`config.mk`:
```
export PLATFORM = sky130hd
export DESIGN_NAME = bpfa_map_mem
export DESIGN_NICKNAME = d
export VERILOG_FILES = /design/src/hw/rtl/bpfa_pkg.sv /design/src/hw/rtl/bpfa_map_mem.sv
export SDC_FILE = /design/constraint.sdc
export NUM_CORES = 2
export LEC_CHECK = 0
export BUFFER_PORTS_ARGS = -buffer_cell sky130_fd_sc_hd__buf_2
export CORE_MARGIN = 1.5
export CORE_UTILIZATION = 56
export CTS_BUF_LIST = sky130_fd_sc_hd__clkbuf_8
export CTS_CLUSTER_SIZE = 24
export DETAILED_ROUTE_END_ITERATION = 10
export PLACE_DENSITY = 0.75
export SYNTH_ARGS = -nofsm -noshare
export SYNTH_HDL_FRONTEND = slang
export SYNTH_SLANG_ARGS = --single-unit
```
`constraint.sdc`:
```
create_clock -name clk -period 6.85 [get_ports clk]
set_input_delay 0.685 -clock clk [delete_from_list [all_inputs] [get_ports clk]]
set_output_delay 0.685 -clock clk [all_outputs]
set_load 0.01 [all_outputs]
```
`src/hw/rtl/bpfa_pkg.sv`:
```
`timescale 1ns / 1ps

package bpfa_pkg;

  localparam int POOL_PAGES = 4096;
  localparam int MAX_RUN    = 16;
  localparam int PAGE_BYTES = 4096;

  localparam int PAGE_SHIFT = $clog2(PAGE_BYTES);
  localparam int IDX_W      = $clog2(POOL_PAGES);
  localparam int CNT_W      = IDX_W + 1;
  localparam int WORD_W     = 64;
  localparam int BIT_W      = $clog2(WORD_W);
  localparam int NUM_WORDS  = POOL_PAGES / WORD_W;
  localparam int WADDR_W    = $clog2(NUM_WORDS);
  localparam int RUN_W      = $clog2(MAX_RUN + 1);
  localparam int ADDR_W     = 32;
  localparam int CFG_W      = 32;
  localparam int CFG_IDX_W  = 1;

  localparam logic KIND_ALLOC = 1'b0;
  localparam logic KIND_FREE  = 1'b1;

  localparam logic [CFG_IDX_W-1:0] CFG_POOL_BASE  = 1'b0;
  localparam logic [CFG_IDX_W-1:0] CFG_POOL_PAGES = 1'b1;

  localparam logic [ADDR_W-1:0] POOL_BASE_RST  = 32'h0010_0000;
  localparam logic [CNT_W-1:0]  POOL_PAGES_RST = CNT_W'(POOL_PAGES);

  typedef enum logic [1:0] {
    ST_OK      = 2'd0,
    ST_NOSPACE = 2'd1,
    ST_BAD     = 2'd2
  } status_t;

  typedef struct packed {
    logic               ren;
    logic [WADDR_W-1:0] raddr;
    logic               wen;
    logic [WADDR_W-1:0] waddr;
    logic [WORD_W-1:0]  wdata;
  } mem_req_t;

endpackage

```
`src/hw/rtl/bpfa_map_mem.sv`:
```
`timescale 1ns / 1ps

module bpfa_map_mem (
  input  logic                          clk,
  input  logic                          rst_n,
  input  bpfa_pkg::mem_req_t            req,
  output logic [bpfa_pkg::WORD_W-1:0]   rdata
);

  logic [bpfa_pkg::WORD_W-1:0]    mem [bpfa_pkg::NUM_WORDS];
  logic [bpfa_pkg::WORD_W-1:0]    raw_r;
  logic [bpfa_pkg::NUM_WORDS-1:0] vld_r;
  logic                           rvld_r;

  always_ff @(posedge clk) begin
    if (req.wen) begin
      mem[req.waddr] <= req.wdata;
    end
    if (req.ren) begin
      raw_r <= mem[req.raddr];
    end
  end

  // a word never written since reset reads as all free
  always_ff @(posedge clk) begin
    if (!rst_n) begin
      vld_r  <= '0;
      rvld_r <= 1'b0;
    end else begin
      if (req.wen) begin
        vld_r[req.waddr] <= 1'b1;
      end
      if (req.ren) begin
        rvld_r <= vld_r[req.raddr];
      end
    end
  end

  assign rdata = rvld_r ? raw_r : '0;

endmodule

```
After elaboration in Yosys (flattened, before gate mapping):

Memories as Yosys holds them, arrays and structs flattened. A register that Yosys moved wholly into a read port is not among the register bits.
Cells that the tools add are included.
W data, S select, Z words.

* shifts and indexed selects: 0
* $mul: 0
* divide/modulo/power cells: 0
* equality and inequality tests: 0
* add/sub/neg operators: 0
* reduce and logical (&&, ||, !) cells: 1
* mux-type cells: 7
* bitwise gates (word level): 1
* order comparisons: 3

Operators by type and width (number)
* $mux W64: 1
* $or A64 B64 Y64: 1
* $lt A6 B7 Y1 const B: 2
* $bmux W1 S6: 1
* $demux W1 S6: 1
* $ge A6 B1 Y1 const B: 1
* $mux W1: 4
* $logic_and A1 B1 Y1: 1

* bits in writable memories: 4096
* latch bits: 0
* memories kept: 1
* bits in registers: 65
* memory bits (read-only): 0
* output and inout bits: 64
* input bits: 80

Memory list
* mem: depth 64, width 64, rd ports 1, clocked after Yosys merged registers in 1, write ports 1, line bpfa_map_mem.sv:10 `logic [bpfa_pkg::WORD_W-1:0] mem [bpfa_pkg::NUM_WORDS];`

Logic depth before layout (Yosys ltp):

* depth after elaboration: 5
* gate-level depth with buffers: 10

Worst setup path before layout:

OpenSTA, ideal clock, no wires.

* kind: input port to flip-flop
* start: input req[70] (netlist name)
* end: memory mem[40][0] (netlist name) (enable)
* setup slack: 0.718 ns
* library setup time: 0.567 ns
* stages on the path: 3
* path buffers: 0
* data arrival time: 5.565 ns
* path through: nor2b_1 > nand3_1 > nor3_1

* cells in the longest elaborated chain, start to end: 2

RTL lines
* start, declared: line bpfa_map_mem.sv:6 `input bpfa_pkg::mem_req_t req,`
* $mux W1: line bpfa_map_mem.sv:16 `if (req.wen) begin`
* $mux W1 (not written as such): line bpfa_map_mem.sv:17 `mem[req.waddr] <= req.wdata;`
* end, declared: line bpfa_map_mem.sv:10

No other way between the ends.

Worst setup path in the final report:

* start: register rvld_r
* end: output rdata[49] (netlist name)

* cells in the longest elaborated chain, start to end: 1

RTL lines
* start, declared: line bpfa_map_mem.sv:13 `logic rvld_r;`
* start signal, assigned: line bpfa_map_mem.sv:34 `rvld_r <= vld_r[req.raddr];`
* $mux W64: line bpfa_map_mem.sv:39 `assign rdata = rvld_r ? raw_r : '0;`
* end, declared: line bpfa_map_mem.sv:7 `output logic [bpfa_pkg::WORD_W-1:0] rdata`

No other way between the ends.

==> run_results.csv <==
group,metric,value,unit
routing,routed_wl_met2,204,mm
pwr,combPwrFrac,0.045,
placed_design,finalWeightedCongestion,0.789,
clock_tree,post-cts-setup-buffer-count,0,
pwr,total_leakage_power,55.9,nW
final_layout,fillCellCount,17500,
placed_design,placement.io_buffers,143,
worst_setup_path,worstSetupStartpoint,"rvld_r",
flow_run,max_cap_violations,0,
sta,finalSetupTns,0,ns
logic_synthesis,synthesis.yosys.warnings,0,
worst_setup_path,reg2reg_from,"mem[8][29]",
floorplan,fp.coreArea,283000,um2
sta,final-hold-violation-count,0,
floorplan,die_y,537,um
final_layout,drive_gt1_frac,0.332,
logic_synthesis,synth_ff_type,"edfxtp_1",
floorplan,floorplan.die.width,537,um
logic_synthesis,synthDistinctLibCells,30,
sta,worst_slew_pin_slew,1.22,ns
clock_tree,clockRootBuffer,"clkbuf_8",
logic_synthesis,netlist_area,160000,um2
clock_tree,ctsLongestPathBuffers,4,
worst_setup_path,timing.critical_path.arrival,2.58,ns
worst_hold_path,hold_path.class,"primary input to flop",
pwr,power-per-cell-area,283,nW/um2
floorplan,die-area,288000,um2
sta,grt_setup_unrepaired,"no",
global_route,grt_pass1_vias,77200,
worst_setup_path,setup.reg_to_reg.worst_slack,4.35,ns
routing,detail_route.first_pass.iterations,7,
worst_setup_path,r2r_end,"raw_r[29]",
floorplan,num_io_pins,144,
global_route,grt_overflow_total,0,
logic_synthesis,synth.ff_latch_count,4225,
clock_tree,clock-sinks,4225,
worst_setup_path,worst_setup_sp_type,"flop",
routing,initialDrtViolationCount,11200,
final_layout,design.final.nets,7039,
routing,wire_per_inst,37.3,um
routing,met3WireLength,52.5,mm
clock_tree,cts_inserted_buffers,639,
logic_synthesis,mappedNetlistNets,6400,
clock_tree,cts_tree,"built",
routing,highest_metal_layer_used_by_the_detailed_router,"met5",
sta,skew,0.102,ns
logic_synthesis,synth-async-reset-ratio,0,
logic_synthesis,post_synth.cell_area_avg,25.2,um2
pwr,p_int,39.2,mW
logic_synthesis,post_synth_most_frequent_cells,"edfxtp_1, mux4_2, clkbuf_1",
clock_tree,cts.htree.levels,6,
worst_setup_path,ff2ff_path_depth,4,
clock_tree,cts.reportedPaths.clkPinSlew,0.06,ns
sta,post-route-period-util,0.477,
worst_setup_path,cp_data_required_time,6.16,ns
global_route,grt_first_pass_wirelength,585,mm
worst_setup_path,critPathMaxFanout,67,
sta,finalMaxSlewViolations,0,
sta,final_count_of_negative_setup_slack_endpoints,0,
pwr,power.share.switching,0.222,
worst_setup_path,timing_worst_setup_path_type,"flop to output pin",
sta,maxClockFrequency,306,MHz
clock_tree,clock_insertion_delay_worst_skew,1.11,ns
pwr,pwr-share-clk,0.383,
logic_synthesis,synth-edff-count,4160,
pwr,worst_ir_drop_vdd,0.000174,V
routing,ant_nets,0,
logic_synthesis,synthCells,6320,
routing,met1Wirelength,146,mm
global_route,grt_start_max_net_pins,141,
global_route,gr-usage-all-layers,0.294,
worst_setup_path,cp-endpoint,"rdata[49]",
pwr,power.total,50.3,mW
final_layout,layout-area-overhead-vs-synth,11.6,%
pwr,power_frac_seq,0.572,
clock_tree,postCtsHoldBufs,0,
routing,viasPerCell,6.81,
routing,via_count,76500,
worst_setup_path,timing.critical_path.to_type,"output pin",
sta,layout_setup_ws,3.58,ns
global_route,antenna_found_initial,44,
pwr,switching_power_summed_over_all_nets,11.2,mW
logic_synthesis,synth_top_area_share,0.783,
placed_design,hpwl,209,mm
logic_synthesis,synthDominantAreaCellType,"edfxtp_1",
placed_design,place_worst_setup_slack,2.64,ns
sta,final_period_minus_worst_setup_slack,3.27,ns
logic_synthesis,synth_sequential_area_ratio,0.791,
clock_tree,cts_resized,0,
routing,remaining_drc_errors,0,
run_status,run_status,"completed",
logic_synthesis,netlist_top_cells_area,"edfxtp_1, mux4_2, dfxtp_1, a22oi_1, clkbuf_1",
floorplan,starting_density_of_the_core,0.564,
floorplan,row_count,195,
sta,maxSlewHeadroom,0.182,
routing,postRouteWirelength,420,mm
logic_synthesis,most_used_standard_cell_by_instance_count_after_synthesis,"edfxtp_1",
==> registers in the layout, summed over array words and instances, names as in the netlist <==
signal / count
rvld_r: 1
raw_r: 64
vld_r: 64
mem: 4096
==> worst min path at each step <==
stage	endpoint	depth (start not counted)	slack, ns	from
floorplan	vld_r[16]	1	0.43	vld_r[16]
global placement	vld_r[18]	1	0.44	vld_r[18]
detailed placement	vld_r[25]	1	0.45	vld_r[25]
CTS	rvld_r	3	0.17	req[76]
global route	rvld_r	3	0.23	req[76]
finish	rvld_r	3	0.26	req[76]
==> power groups by stage <==
| stage | logic (mW) | registers [mW] | clock network [mW] |
|---|---|---|---|
| after floorplan | 1.38 | 29.2 | 0 |
| after global placement | 2.23 | 29.3 | 0 |
| after detailed placement | 2.28 | 29.3 | 0 |
| after CTS | 2.28 | 28.8 | 19.5 |
| after global routing | 2.40 | 28.8 | 20.6 |
| final | 2.28 | 28.8 | 19.3 |
==> worst max-delay path, cell delays in order (launching register included) <==
cell	delay, ns
dfxtp_4	0.77
and2_1	0.50
buf_2	0.23
==> routing by layer <==
metal	vias up	global-route usage
met2	5663	0.469
met1	40800	0.402
met4	16	0.116
met5	-	0
li1	29000	-
met3	981	0.0661
==> layout by cell type, fill, tap and decap left out, types with 35 or more instances in the layout <==
| master | n |
|---|---|
| edfxtp_1 | 4160 |
| inv_1 | 182 |
| clkbuf_8 | 650 |
| mux4_2 | 1290 |
| a22oi_1 | 131 |
| and2_1 | 64 |
| buf_2 | 138 |
| buf_12 | 58 |
| buf_4 | 140 |
| clkinv_2 | 58 |
| nand2_1 | 72 |
| dfxtp_1 | 64 |
| clkinv_1 | 181 |
| o21a_1 | 64 |
| nor2_4 | 61 |
| diode_2 | 35 |
==> stage by stage <==
step / util / hold slack, ns / std cells / instance area [um2]
floorplan: - / 0.433 / 6320 / 160000
global placement: 0.588 / 0.439 / 10100 / 166000
detailed placement: 0.588 / 0.449 / 10100 / 166000
CTS: 0.629 / 0.174 / 11200 / 178000
global route: 0.630 / 0.229 / 11200 / 178000
finish: 0.630 / 0.258 / 11200 / 178000
==> layout make-up <==
class                           instances  area [um2]  area share
Tap cell                             3743        4680      0.0263
Multi-Input combinational cell       1754       32400       0.182
Clock buffer                          650        8950      0.0502
Timing Repair Buffer                  339        2950      0.0166
Antenna cell                           35        87.6    0.000492
Sequential cell                      4225      126000       0.709
Clock inverter                        488        2790      0.0156
==> cell families (layout without fill, tap and decap cells) <==
family / count (synthesis) / count (layout) / share of synthesized area
compound gates: 210 / 210 / 0.00989
buf+inv: 341 / 1477 / 0.00911
simple gates: 248 / 248 / 0.00749
mux: 1296 / 1296 / 0.182
flops: 4225 / 4225 / 0.791
other cells: 0 / 35 / 0
Note: power is estimated with default switching activity, not from simulation.
